File: src/rtl/sacl_fifo.sv
// ----------------------------------------------------------------------------
// sacl_fifo
// short register queue between front and back, and on the result side
// ----------------------------------------------------------------------------
module sacl_fifo #(
    parameter int WIDTH = 8,
    parameter int DEPTH = 2,
    localparam int PW   = (DEPTH > 1) ? $clog2(DEPTH) : 1,
    localparam int CW   = $clog2(DEPTH + 1)
) (
    input  logic             clk,
    input  logic             rst_n,
    input  logic             push,
    input  logic [WIDTH-1:0] din,
    output logic             full,
    input  logic             pop,
    output logic [WIDTH-1:0] dout,
    output logic             empty
);

    logic [WIDTH-1:0] data_reg [DEPTH];
    logic [PW-1:0]    wptr_reg, wptr_next;
    logic [PW-1:0]    rptr_reg, rptr_next;
    logic [CW-1:0]    cnt_reg, cnt_next;
    logic             do_push, do_pop;

    assign full    = (cnt_reg == CW'(DEPTH));
    assign empty   = (cnt_reg == '0);
    assign do_push = push && !full;
    assign do_pop  = pop && !empty;
    assign dout    = data_reg[rptr_reg];

    always_comb
    begin
        wptr_next = wptr_reg;
        rptr_next = rptr_reg;
        cnt_next  = cnt_reg;
        if (do_push)
        begin
            wptr_next = (wptr_reg == PW'(DEPTH - 1)) ? '0 : wptr_reg + 1'b1;
        end
        if (do_pop)
        begin
            rptr_next = (rptr_reg == PW'(DEPTH - 1)) ? '0 : rptr_reg + 1'b1;
        end
        if (do_push && !do_pop)
        begin
            cnt_next = cnt_reg + 1'b1;
        end
        else if (do_pop && !do_push)
        begin
            cnt_next = cnt_reg - 1'b1;
        end
    end

    always_ff @(posedge clk or negedge rst_n)
    begin
        if (!rst_n)
        begin
            wptr_reg <= '0;
            rptr_reg <= '0;
            cnt_reg  <= '0;
        end
        else
        begin
            wptr_reg <= wptr_next;
            rptr_reg <= rptr_next;
            cnt_reg  <= cnt_next;
        end
    end

    always_ff @(posedge clk)
    begin
        if (do_push)
        begin
            data_reg[wptr_reg] <= din;
        end
    end

endmodule

File: config.mk
export PLATFORM = sky130hd
export DESIGN_NAME = sacl_fifo
export DESIGN_NICKNAME = d
export VERILOG_FILES = /design/src/rtl/sacl_fifo.sv
export SDC_FILE = /design/constraint.sdc
export NUM_CORES = 1
export LEC_CHECK = 0
export ABC_AREA = 1
export BUFFER_PORTS_ARGS = -buffer_cell sky130_fd_sc_hd__clkbuf_2
export CORE_MARGIN = 1
export CORE_UTILIZATION = 45
export CTS_BUF_LIST = sky130_fd_sc_hd__clkbuf_8
export CTS_CLUSTER_DIAMETER = 30
export DETAILED_ROUTE_END_ITERATION = 6
export MAX_ROUTING_LAYER = met4
export PLACE_DENSITY_LB_ADDON = 0.15
export SYNTH_ARGS = -nofsm -noshare
export SYNTH_HDL_FRONTEND = slang
export SYNTH_SLANG_ARGS = --single-unit
File: constraint.sdc
create_clock -name clk -period 2 [get_ports clk]
set_input_delay 0 -clock clk [delete_from_list [all_inputs] [get_ports clk]]
set_output_delay 0 -clock clk [all_outputs]
set_load 0.03 [all_outputs]
==> impl_results.md <==
* PortBufs at 21
* Mapped cell area at 809.5 sq um
* Post-DP HPWL at 998.5 um
* Bufs on Longest Clock Path at 2
* CTS Buf Count at 3
* Total gr overflow at 0
* Critical Path Slowest Stage Cell: dfrtp_1
* Register Area at 580.6 sq um
* CTS sink cnt at 20
* Final nets at 122
* Top FF cell, synth: edfxtp_1
* Initial core utilization at 0.5078
* Syn Area/Cell at 11.09 sq um
* Via-to-Cell Ratio at 4.508
* WL per Instance at 11.00 um
* Most frequent cell after synthesis: nand2_1
* # setup viols final at 0
* MaxCap Viol Count at 0
* Hold Vio Cnt, Final at 0
* Req. time, crit path at 2.14 ns
* Crit-path cells: o21ai_0 > ha_1 > inv_1 > nand3_1 > nand2_1 > nand2_1
* Maximum vdd ir drop at 1.046 mV
* WP buf/inv at 1
* Non-filler cells, final at 132
* Placed cell areas at 947.2 sq um
* WP data arrival at 1.54 ns
* First-pass iteration count of the detailed router at 4
* I/O pin count at 22
* Setup CP Type: reg2reg
* Synth warn at 0
* Fillers at 125
* DRC Markers at 0
* Slew Limit Headroom at 0.7582
* EDFF count, synth at 16
* Tot Pwr at 0.001604 W
* Nature of the critical path startpoint: register
* Synth Register Bits at 20
* Clock tree root buffer cell: clkbuf_8
* CTS tree: built
* Slowest cell delay on critical path at 0.46 ns
* Total track usage at 0.1712
* Largest fanout on the critical path at 7
* Fmax at 710.4 MHz
* Worst hold path type: in2async
* Clk slew on worst S/H paths at 0.07 ns
* Power Dens Cells at 1469 mW/mm^2
* Post-CTS Resized at 0
* Die ar. at 0.001973 sq mm
* Final Max Tran Viols at 0
* Status: finished, final reports clean
* Skew-Pair Late Insertion Delay at 0.25 ns
* Post-route ant nets at 0
* Top cell type by total area after synthesis: edfxtp_1
* Global-route wire length before repair at 2283 um
* Static Leak at 0.5171 nW
* Post-Route Skew at 0.004723 ns
* Cell variety after synth at 14
* Starting DRT DRC Count at 24
* Share of the synthesized area in the top cell type at 0.5935
* Via count at 595
* Core region area at 0.001594 sq mm
* Seq/Total Area, Yosys at 0.7172
* FF-to-FF setup slack at 0.59 ns
* Largest net degree at the start of global routing at 12
* Area of the multi-input gates at 193.9 sq um
* Vias in the first global route at 551
* Syn nets at 86
* Largest cells by area after synthesis: edfxtp_1 59%, nand2_1 15%, dfrtp_1 12%, inv_1 3.2%, ha_1 1.5%
* Die Ht at 44.42 um
* Die Wd at 44.42 um
* Synth cell count leaders: 33 x nand2_1, 16 x edfxtp_1, 7 x inv_1
* Crit-path most repeated cell: nand2_1
* H-tree Lvls at 1
* RSZ-0062 raised after global routing: no
* Final instance area at 0.001092 sq mm
* Placed cells at 118
* Slew @ Worst Pin at 0.3627 ns
* Post-synthesis cell count at 73
* Rows at 14
* Period utilisation layout at 0.7038
* CP top delay family: flip-flops
* Largest register FFs at 16
* Share of layout cells above drive strength 1 at 0.2593
* Fin crit period at 1.408 ns
* Setup repair bufs after CTS at 0
* N_diodes at 0
* Final WL at 1452 um
* Initial antenna violation count at 0
* Ys async rst share at 0.2000
* Crit end category: register
* GPL Wtd Cong at 0.8650
* P&R area growth vs syn at 34.93%
* Setup TNS Final at 0 ns
[where the power goes]
group	switching [W]	total, W	internal [W]
Combinational	0.000479	0.000684	0.000204
Sequential	0.0000853	0.000664	0.000579
Clock	0.000121	0.000257	0.000136
[layout make-up]
type | instances | share of cell area
tap | 24 | 0.02749
clock inverter | 1 | 0.003436
timing repair buffer | 32 | 0.1947
sequential | 20 | 0.5315
inverter | 8 | 0.02749
clock buffer | 3 | 0.03780
multi-input combinational | 44 | 0.1775
[placed cells by master, fill, tap and decap left out, drive strengths merged, types with 2 or more instances in the layout]
master | Yosys | final
dlygate4sd3 | 0 | 10
inv | 8 | 8
nand2 | 33 | 33
o21ai | 2 | 2
edfxtp | 16 | 16
nor2 | 4 | 4
clkbuf | 0 | 24
dfrtp | 4 | 4
[layer usage]
metal | track usage | vias to the layer above | share of wire
met5 | - | - | 0
met4 | 0.05455 | 0 | 0.0062
met3 | 0.03673 | 2 | 0.034
met2 | 0.2853 | 14 | 0.47
met1 | 0.2083 | 272 | 0.49
li1 | - | 307 | -
[cells by family (layout without fill, tap and decap cells)]
kind of cell | after synthesis | in the layout | synth area share
fa+ha+maj | 1 | 1 | 0.01545
flops | 20 | 20 | 0.7172
compound gates | 2 | 2 | 0.01237
buf+inv | 9 | 44 | 0.04327
simple gates | 40 | 40 | 0.2009
xor+xnor | 1 | 1 | 0.01082
[final timing paths]
path / end / cells after the start / startpoint
setup / recovery: cnt_reg[1]$_DFFE_PN0P_ / 6 / cnt_reg[0]$_DFFE_PN0P_
setup reg to reg: cnt_reg[1]$_DFFE_PN0P_ / 6 / cnt_reg[0]$_DFFE_PN0P_
hold reg to reg: wptr_reg$_DFFE_PN0N_ / 2 / wptr_reg$_DFFE_PN0N_
max in group asynchronous: rptr_reg$_DFFE_PN0P_ / 2 / rst_n
min in group clk: wptr_reg$_DFFE_PN0N_ / 5 / push
hold / removal: cnt_reg[1]$_DFFE_PN0P_ / 2 / rst_n
[repair_timing]
| action | CTS | global route |
|---|---|---|
| hold buffers | 10 | 0 |
| hold endpoints to repair | 21 | 0 |
| setup endpoints to repair | 0 | 0 |
[metrics by stage]
step	hold WS, ns	setup WS (ns)	utilization
detailed placement	-0.1854	0.6068	0.5942
CTS	0.08984	0.5935	0.6852
global route	0.1023	0.4730	0.6852
floorplan	-0.2956	0.5214	-
finish	0.08864	0.5923	0.6852
global placement	-0.1849	0.5925	0.5942
No activity file was read; power rests on OpenSTA's default activity.
