===== src/rtl/sacl_pkg.sv =====
// ----------------------------------------------------------------------------
// sacl_pkg
// shared types and codes of the set-associative tag lookup
// ----------------------------------------------------------------------------
package sacl_pkg;

    localparam int DEF_SETS  = 256;
    localparam int DEF_WAYS  = 8;
    localparam int ADDR_BITS = 48;
    localparam int CNT_BITS  = 32;

    // register indexes
    localparam logic [1:0] REG_POLICY     = 2'd0;
    localparam logic [1:0] REG_OFFSET     = 2'd1;
    localparam logic [1:0] REG_SET_INDEX  = 2'd2;
    localparam logic [1:0] REG_WAYS_LOG2  = 2'd3;

    // replacement policy codes, the spare code behaves as lru
    localparam logic [1:0] POL_LRU    = 2'd0;
    localparam logic [1:0] POL_RANDOM = 2'd1;
    localparam logic [1:0] POL_FIFO   = 2'd2;

    localparam logic [15:0] LFSR_SEED = 16'hACE1;

    typedef struct packed {
        logic                 operation;
        logic [ADDR_BITS-1:0] address;
    } in_word_t;

    typedef struct packed {
        logic                hit;
        logic [2:0]          way;
        logic [CNT_BITS-1:0] reads_seen;
        logic [CNT_BITS-1:0] read_misses;
        logic [CNT_BITS-1:0] writes_seen;
        logic [CNT_BITS-1:0] write_misses;
    } out_word_t;

    typedef struct packed {
        logic [1:0] policy;
        logic [3:0] offset_bits;
        logic [3:0] set_index_bits;
        logic [1:0] ways_log2;
    } cfg_t;

    typedef struct packed {
        logic clearing;
        logic look;
    } bk_stat_t;

    typedef enum logic [1:0] {
        BK_CLEAR,
        BK_IDLE,
        BK_LOOK
    } bk_state_t;

endpackage


===== src/rtl/sacl_front.sv =====
// ----------------------------------------------------------------------------
// sacl_front
// splits an incoming address into set index and tag
// ----------------------------------------------------------------------------
module sacl_front
    import sacl_pkg::*;
#(
    parameter int SETS  = DEF_SETS,
    localparam int SW   = (SETS > 1) ? $clog2(SETS) : 1,
    localparam int SLOG = $clog2(SETS + 1) - 1
) (
    input  in_word_t             in_word,
    input  cfg_t                 cfg,
    output logic                 op,
    output logic [SW-1:0]        set_idx,
    output logic [ADDR_BITS-1:0] tag
);

    logic [3:0]           sbits;
    logic [SW-1:0]        set_mask;
    logic [ADDR_BITS-1:0] shifted;
    logic [4:0]           tag_pos;

    // set count above the store aliases onto the largest fitting index
    assign sbits     = (cfg.set_index_bits > 4'(SLOG)) ? 4'(SLOG) : cfg.set_index_bits;
    assign set_mask  = ~(~SW'(0) << sbits);
    assign shifted   = in_word.address >> cfg.offset_bits;
    assign set_idx   = shifted[SW-1:0] & set_mask;
    assign tag_pos   = {1'b0, cfg.offset_bits} + {1'b0, cfg.set_index_bits};
    assign tag       = in_word.address >> tag_pos;
    assign op        = in_word.operation;

endmodule


===== config.mk =====
export PLATFORM = sky130hd
export DESIGN_NAME = sacl_front
export DESIGN_NICKNAME = d
export VERILOG_FILES = /design/src/rtl/sacl_pkg.sv /design/src/rtl/sacl_front.sv
export SDC_FILE = /design/constraint.sdc
export NUM_CORES = 1
export LEC_CHECK = 0
export BUFFER_PORTS_ARGS = -buffer_cell sky130_fd_sc_hd__buf_2
export CAP_MARGIN = 30
export CORE_UTILIZATION = 55
export DETAILED_ROUTE_END_ITERATION = 7
export PLACE_DENSITY = 0.86
export SYNTH_ARGS = -nofsm -noshare
export SYNTH_HDL_FRONTEND = slang
export SYNTH_SLANG_ARGS = --single-unit

===== constraint.sdc =====
create_clock -name vclk -period 4
set_input_delay 0.6 -clock vclk [all_inputs]
set_output_delay 0.6 -clock vclk [all_outputs]
set_load 0.005 [all_outputs]

==> results of run 1 <==
## kinds of logic (layout without fill, tap and decap cells)
logic type	count (synthesis)	count (layout)
and+or+nand+nor	108	108
muxes	168	168
adders and majority gates	5	5
AOI/OAI and AO/OA	82	82
xor gates and xnor gates	4	4
buffers and inverters	48	136
## through the flow
step                power [W]  area, um2  hold WS, ns  worst slack (ns)
floorplan            0.000865       3640         1.28             0.720
finish                0.00126       4220         1.20             0.204
CTS                   0.00124       4220         1.20             0.246
global placement      0.00121       4220         1.20             0.290
detailed placement    0.00124       4220         1.20             0.237
global route          0.00135       4220         1.20            0.0970
## cells in the final DEF, fill, tap and decap left out, drive strengths merged
cell type	instances
nor3b	1
xor2	2
xnor2	2
nor4b	1
and3	5
or3	1
fa	1
nand3	12
nand2b	2
inv	4
and2	1
buf	132
mux4	31
ha	4
o22ai	4
a21boi	1
nand2	45
o221a	2
a211oi	10
o21a	1
a21o	4
nor3	9
a22o	1
o211ai	7
o221ai	2
o211a	1
o2bb2ai	6
o311a	1
mux2i	95
nor2	31
mux2	42
a21oi	16
o21ai	20
a221oi	6
## final timing paths
path | slack [ns] | to | start
setup / recovery | 0.20 | tag[12] | cfg[2]
hold / removal | 1.20 | op | in_word[48]
## metal layers
metal,global-route usage [%],routed length (um),vias up
met5,0,0,-
met4,3.45,76,0
met3,3.98,1110,12
met2,49.7,5250,219
met1,44.5,4680,1813
li1,-,-,1790
## where the power goes
part / internal [W] / total (W) / switching [W] / leakage, nW
clock network: 0 / 0 / 0 / 0
logic: 0.000581 / 0.00126 / 0.000682 / 1.98
registers: 0 / 0 / 0 / 0
## cell type report
type / count / area [um2] / area share (%)
inverter: 4 / 15.0 / 0.356
multi-input combinational: 367 / 3380 / 80.2
tap: 77 / 96.3 / 2.28
timing repair buffer: 132 / 723 / 17.2
==> summary.md, run 1 <==
| Metric | Value |
|---|---|
| Mapped Cells | roughly 420 |
| Area Growth Syn to Fin | 15.9% |
| Final core utilization | 66.4% |
| Clkbuf count | 0 |
| Final wirelength | 11100 um |
| Arrival time at the worst endpoint | 3.20 ns |
| Setup TNS | 0 ns |
| Largest cells by area after synthesis | mux2i_1 (25%), mux4_2 (16%), mux2_2 (13%) |
| Area leader, netlist | mux2i_1 |
| FF+latch count | 0 |
| Grt ovf | 0 |
| DR WL/cell | 19.2 um |
| Delay-heaviest family, CP | multiplexers |
| Non-filler cells in the finished layout | 580 |
| GRT Total Usage | 30.6% |
| Period minus WS final | 3.80 ns |
| Sequential share of the synthesized area | 0% |
| Status | completed |
| Synth top area share | 25.0% |
| Nets | 571 |
| Leakage | 1.98 nW |
| TritonRoute pass-1 iters | 5 |
| Required @ worst endpoint | approximately 3.4 ns |
| DRC | 0 |
| WP depth | 10 |
| HPWL Detailed | 9030 um |
| Largest family of logic cells by synthesized area | multiplexers |
| Syn Area/Cell | 8.76 um2 |
| Setup crit start kind | primary input |
| Share of cells above drive strength 1 | between 40% and 50% |
| Die Wd | about 83 um |
| Max Clock Freq | between 200 and 300 MHz |
| Die height | 83.3 um |
| Row Count | 29 |
| Max-slew headroom | 58.1% |
| Max VDD drop | between 0.00015 and 0.0002 V |
| Final Slew Violations | 0 |
| Ant. Diodes | 0 |
| Drt first-iter violations | 466 |
| Routed Antenna Nets | 0 |
| Critical Path, Cell by Cell | buf_2 > ha_1 > fa_2 > buf_12 > mux2i_1 > mux4_1 > mux2i_1 > nand2_1 > o21ai_0 > buf_2 |
| Fillers | 539 |
| Fin crit share | 94.9% |
| Post-synthesis adder-cell area fraction | 1.93% |
| Final setup violation count | 0 |
| Post-CTS setup buffers | 0 |
| Crit-path slowest cell | mux4_1 |
| Synth Area in Simple Gates | 12.9% |
| WS Path Type | primary input to output port |
| WHS Path Cells | 0 |
| Synth Area in Compound Gates | ~16% |
| Sequential cell area | 0 um2 |
| Placed cells | 580 |
| Worst Tran Pin Value | 0.628 ns |
| CP Capture Type | output port |
| Hold Buf Count CTS | 0 |
| Vias | 3834 |
| Initial Util | 57.3% |
| IO Count | 118 |
| Number of buffers added on ports | 112 |
| Most common cell in the netlist | mux2i_1 |
| Slowest cell delay on critical path | 0.66 ns |
| Final Hold Viols | 0 |
| Core ar. | 6350 um2 |
| Post-Synthesis Cell Area | 3640 um2 |
| Synth unique cells | a little under 50 |
| Commonest cells in the netlist | mux2i_1 (91), nand2_1 (45), mux2_2 (42) |
| Cts repair resizes | 0 |
| Fraction of synthesized area in multiplexers | 59.8% |
| Global-route wire length before repair | between 15000 and 20000 um |
| Crit Path Max Fanout | 40 |
| Post-Syn Nets | 481 |
| Worst min path class | primary input to output port |
| Die ar. | 6940 um2 |
| Routability cong. | 0.996 |
| Synth warn | 0 |
| Initial antenna violation count | 0 |
| Buffers & Inverters on Critical Path | 3 |
| Synth Area in XOR/XNOR | 1.48% |
| Largest net degree at the start of global routing | 41 |
| Max-Cap Viols | 0 |
| RSZ-0062 raised after global routing | false |
| Vias/cell | 6.61 |
| Cell Pwr Density | between 200 and 300 nW/um2 |
| Vias in the first global route | ~3500 |
Power figures use the tool's default switching activity.
==> run 2: changes to the inputs <==
--- a/config.mk
+++ b/config.mk
@@ -10,6 +10,7 @@
 export CORE_UTILIZATION = 55
 export DETAILED_ROUTE_END_ITERATION = 7
 export PLACE_DENSITY = 0.86
+export RECOVER_POWER = 100
 export SYNTH_ARGS = -nofsm -noshare
 export SYNTH_HDL_FRONTEND = slang
 export SYNTH_SLANG_ARGS = --single-unit
==> run 2 against run 1 <==
  * Critical path depth unchanged
  * Largest cell class unchanged
  * Sequential share of layout area stayed put
  * Critical endpoint is now tag[14]
  * Cell area is 1.2% lower
  * Highest routed layer unchanged
==> summary.md, run 2 (synthesized netlist as in run 1, its figures left out) <==
| Metric | Value |
|---|---|
| Core ar. | 6350 um2 (unchanged) |
| Grt met1 use | 44.5% (unchanged) |
| Number of buffers added on ports | 112 (unchanged) |
| Most frequent cells in the layout | mux2i_1 (92), buf_2 (74), nand2_1 (45) |
| Ant. Diodes | 0 (unchanged) |
| CP Capture Type | output port |
| Die Wd | 83.3 um (unchanged) |
| Max-slew headroom | 56.1% (-2.1 points) |
| Setup TNS | 0 ns (unchanged) |
| Worst min path class | primary input to output port |
| M2 GR Usage | 49.7% (unchanged) |
| Max Clock Freq | 261 MHz (-0.87%) |
| DRC | 0 (unchanged) |
| Row Count | 29 (unchanged) |
| GR peak layer | met2 |
| Fillers | 557 (+3.3%) |
| Non-filler cells in the finished layout | 580 (unchanged) |
| RSZ-0062 raised after global routing | false |
| Die height | 83.3 um (unchanged) |
| Clkbuf count | 0 (unchanged) |
| Fin crit share | 95.7% (+0.83 points) |
| Grt met3 use | 3.98% (unchanged) |
| Routed Antenna Nets | 0 (unchanged) |
| DR WL/cell | 19.1 um (-0.31%) |
| Vias in the first global route | 3478 (unchanged) |
| GRT Total Usage | 30.6% (unchanged) |
| IO Count | 118 (unchanged) |
| Critical Path End | tag[14] |
| Die ar. | 6940 um2 (unchanged) |
| Global-route wire length before repair | 17500 um (unchanged) |
| Setup crit start kind | primary input |
| Hold Buf Count CTS | 0 (unchanged) |
| Status | completed |
| Vias | 3874 (+1.0%) |
| Post-CTS setup buffers | 0 (unchanged) |
| FF+latch count | 0 (unchanged) |
| Grt ovf | 0 (unchanged) |
| Arrival time at the worst endpoint | 3.23 ns (+0.03 ns) |
| Sequential cell area | 0 um2 (unchanged) |
| Period minus WS final | 3.83 ns (+0.0333 ns) |
| TritonRoute pass-1 iters | 6 (+1) |
| Vias/cell | 6.68 (+1.0%) |
| Crit path launch | cfg[2] |
| Placed cells | 580 (unchanged) |
| Initial Util | 57.3% (unchanged) |
| Share of cells above drive strength 1 | 36.4% (-7.0 points) |
| Most common cell after layout, fill and taps aside | mux2i_1 |
| Routability cong. | 0.996 (unchanged) |
| Worst Tran Pin Value | 0.659 ns (+0.0313 ns) |
| Cell Pwr Density | 297 nW/um2 (-0.81%) |
| Min-delay src | in_word[48] |
| Final setup violation count | 0 (unchanged) |
| Drt first-iter violations | 448 (-3.9%) |
| Area Growth Syn to Fin | 14.5% |
| Leakage | 1.89 nW (-4.4%) |
| Max-Cap Viols | 0 (unchanged) |
| Final wirelength | 11100 um (-0.31%) |
| Final Slew Violations | 0 (unchanged) |
| Required @ worst endpoint | 3.40 ns (about the same) |
| Max VDD drop | 0.000188 V (-4.6%) |
| Final core utilization | 65.6% (-0.83 points) |
| Cts repair resizes | 0 (unchanged) |
| Crit Path Max Fanout | 40 (unchanged) |
| Largest net degree at the start of global routing | 41 (unchanged) |
| Nets | 571 (unchanged) |
| Final Hold Viols | 0 (unchanged) |
| WS Path Type | primary input to output port |
| HPWL Detailed | 9030 um (unchanged) |
| Initial antenna violation count | 0 (unchanged) |
==> run 2: how the worst min path moves through the flow <==
stage,to,slack (ns),depth (start not counted)
CTS,op,1.20,0
global route,op,1.20,0
finish,op,1.20,0
floorplan,op,1.28,1
global placement,op,1.20,0
detailed placement,op,1.20,0
==> run 2: power breakdown <==
group          switching (W)  internal [W]
clock network              0             0
logic               0.000684      0.000554
registers                  0             0
total               0.000684      0.000554
==> run 2: layout make-up <==
type / instances / area [um2] / area share (%)
multi-input combinational: 367 / 3370 / 80.9
inverter: 4 / 15.0 / 0.361
timing repair buffer: 132 / 682 / 16.4
tap: 77 / 96.3 / 2.31
==> run 2: layer usage <==
layer  wire, um  up-vias
li1           -     1798
met1       4700     1839
met2       5210      223
met3       1060       14
met4        111        0
met5          0        -
==> run 2: worst max-delay path, stage by stage <==
cell	delay, ns
buf_2	0.13
ha_1	0.23
fa_2	0.58
buf_12	0.24
mux2_2	0.40
mux2i_1	0.40
mux2i_4	0.17
mux2i_1	0.21
mux2i_1	0.11
clkbuf_1	0.12
==> run 2: stage by stage <==
| stage | power [W] | setup WS [ns] | instance area (um2) | hold slack, ns |
|---|---|---|---|---|
| finish | 0.00124 | 0.170 | 4160 | 1.20 |
| floorplan | 0.000865 | 0.720 | 3640 | 1.28 |
| global route | 0.00132 | 0.0602 | 4160 | 1.20 |
| global placement | 0.00121 | 0.290 | 4220 | 1.20 |
| CTS | 0.00124 | 0.246 | 4220 | 1.20 |
| detailed placement | 0.00124 | 0.237 | 4220 | 1.20 |
==> run 3: changes to the inputs <==
--- a/config.mk
+++ b/config.mk
@@ -9,8 +9,10 @@
 export CAP_MARGIN = 30
 export CORE_UTILIZATION = 55
 export DETAILED_ROUTE_END_ITERATION = 7
+export GPL_ROUTABILITY_DRIVEN = 0
 export PLACE_DENSITY = 0.86
 export RECOVER_POWER = 100
+export REMOVE_ABC_BUFFERS = 1
 export SYNTH_ARGS = -nofsm -noshare
 export SYNTH_HDL_FRONTEND = slang
 export SYNTH_SLANG_ARGS = --single-unit
==> run 3 against run 2 <==
  * Worst setup slack got worse by 0.037 ns
  * First-iteration DRC count fell by 9.8%
  * Combinational power barely moved
  * Flip-flop and latch count did not move
  * Sequential share of layout area did not move
  * Fmax fell by 0.95%
  * Via count rose by 1.5%
  * Worst hold slack barely moved
  * Die area did not move
  * Critical endpoint is now tag[8]
==> summary.md, run 3 (synthesized netlist as in run 1, its figures left out) <==
| Metric | Value |
|---|---|
| Worst Tran Pin Value | 0.592 ns (-0.0672 ns) |
| Most common cell after layout, fill and taps aside | mux2i_1 |
| Setup crit start kind | primary input |
| Share of cells above drive strength 1 | 37.4% (+0.99 points) |
| Max-slew headroom | 60.4% (+4.3 points) |
| Combinational share of power | 100.0% (about the same) |
| Final Hold Viols | 0 (unchanged) |
| Design Area, Final | 4190 um2 (+0.63%) |
| Fin crit share | 96.7% (+0.91 points) |
| Number of buffers added on ports | 112 (unchanged) |
| Largest net degree at the start of global routing | 41 (unchanged) |
| TritonRoute pass-1 iters | 5 (-1) |
| RSZ-0062 raised after global routing | false |
| Core ar. | 6350 um2 (unchanged) |
| Sw Share | 54.8% (-0.43 points) |
| Post-DP Area | 4210 um2 (-0.18%) |
| Hold Buf Count CTS | 0 (unchanged) |
| Arrival time at the worst endpoint | 3.27 ns (+0.04 ns) |
| Nets | 571 (unchanged) |
| DRC | 0 (unchanged) |
| Row Count | 29 (unchanged) |
| P_sw | 0.000678 W (-0.83%) |
| Final Slew Violations | 0 (unchanged) |
| Initial antenna violation count | 0 (unchanged) |
| Worst min path class | primary input to output port |
| Period minus WS final | 3.87 ns (+0.0366 ns) |
| Crit Path Max Fanout | 23 (-43%) |
| Initial Util | 57.3% (unchanged) |
| Leakage | 1.90 nW (+0.73%) |
| Required @ worst endpoint | 3.40 ns (about the same) |
| Fillers | 566 (+1.6%) |
| Clock power share | 0% (unchanged) |
| Die Wd | 83.3 um (unchanged) |
| Drt first-iter violations | 404 (-9.8%) |
| Vias in the first global route | 3624 (+4.2%) |
| Cts repair resizes | 0 (unchanged) |
| Final wirelength | 11200 um (+0.83%) |
| Routed Antenna Nets | 0 (unchanged) |
| Max VDD drop | 0.000161 V (-14%) |
| Die ar. | 6940 um2 (unchanged) |
| Grt ovf | 0 (unchanged) |
| Placed cells | 579 (-0.17%) |
| Ant. Diodes | 0 (unchanged) |
| Most frequent cells in the layout | mux2i_1 (92), buf_2 (79), nand2_1 (45) |
| Non-filler cells in the finished layout | 580 (unchanged) |
| Min-delay src | in_word[48] |
| Reg power frac | 0% (unchanged) |
| Max Clock Freq | 259 MHz (-0.95%) |
| Die height | 83.3 um (unchanged) |
| Post-CTS setup buffers | 0 (unchanged) |
| FF+latch count | 0 (unchanged) |
| Max-Cap Viols | 0 (unchanged) |
| Cell Pwr Density | 295 nW/um2 (-0.68%) |
| DR WL/cell | 19.3 um (+0.83%) |
| CP Capture Type | output port |
| WS Path Type | primary input to output port |
| Sequential cell area | 0 um2 (unchanged) |
| Clkbuf count | 0 (unchanged) |
| Area Growth Syn to Fin | 15.2% |
| HPWL Detailed | 8880 um (-1.6%) |
| GRT Total Usage | 31.3% (+0.69 points) |
| Vias | 3934 (+1.5%) |
| Status | completed |
| Vias/cell | 6.78 (+1.5%) |
| IO Count | 118 (unchanged) |
| Cell Int Power | 0.000559 W (+0.91%) |
| Final setup violation count | 0 (unchanged) |
| Crit path launch | cfg[2] |
| Global-route wire length before repair | 17900 um (+2.7%) |
==> run 3: stage by stage <==
| stage | util [%] | total power (W) | setup TNS (ns) | worst slack (ns) | hold slack (ns) |
|---|---|---|---|---|---|
| after global placement | 66.3 | 0.00119 | 0 | 0.288 | 1.20 |
| after floorplan | - | 0.000815 | -31.10 | -0.907 | 1.20 |
| after global routing | 66.0 | 0.00132 | 0 | 0.00792 | 1.20 |
| final | 66.0 | 0.00124 | 0 | 0.134 | 1.20 |
| after detailed placement | 66.3 | 0.00123 | 0 | 0.210 | 1.20 |
| after CTS | 66.3 | 0.00123 | 0 | 0.205 | 1.20 |
==> run 3: final timing paths <==
| check | to | slack, ns | cells after the start |
|---|---|---|---|
| worst max-delay path | tag[8] | 0.13 | 10 |
| worst min-delay path | op | 1.20 | 0 |
==> run 3: power groups by stage <==
stage                     Sequential, W  Combinational (W)  Clock [W]
after floorplan                       0           0.000815          0
after global placement                0            0.00119          0
after detailed placement              0            0.00123          0
after CTS                             0            0.00123          0
after global routing                  0            0.00132          0
final                                 0            0.00124          0
==> run 3: metal layers <==
metal	global-route usage (%)	routed length (um)
met1	38.8	4440
met2	54.3	5340
met3	2.78	809
met4	15.2	588
met5	0	0
==> run 3: layout make-up <==
type	instances	area (um2)	share of cell area, %
well taps	77	96.3	2.30
multi-input cells	367	3370	80.4
inverters	4	15.0	0.358
repair buffers	132	712	17.0
==> run 3: critical path, stage by stage <==
cell      delay, ns
buf_2          0.13
ha_1           0.23
fa_2           0.57
buf_4          0.32
mux2i_1        0.22
mux2_2         0.33
a221oi_2       0.36
mux2i_1        0.15
mux2i_1        0.19
buf_2          0.16
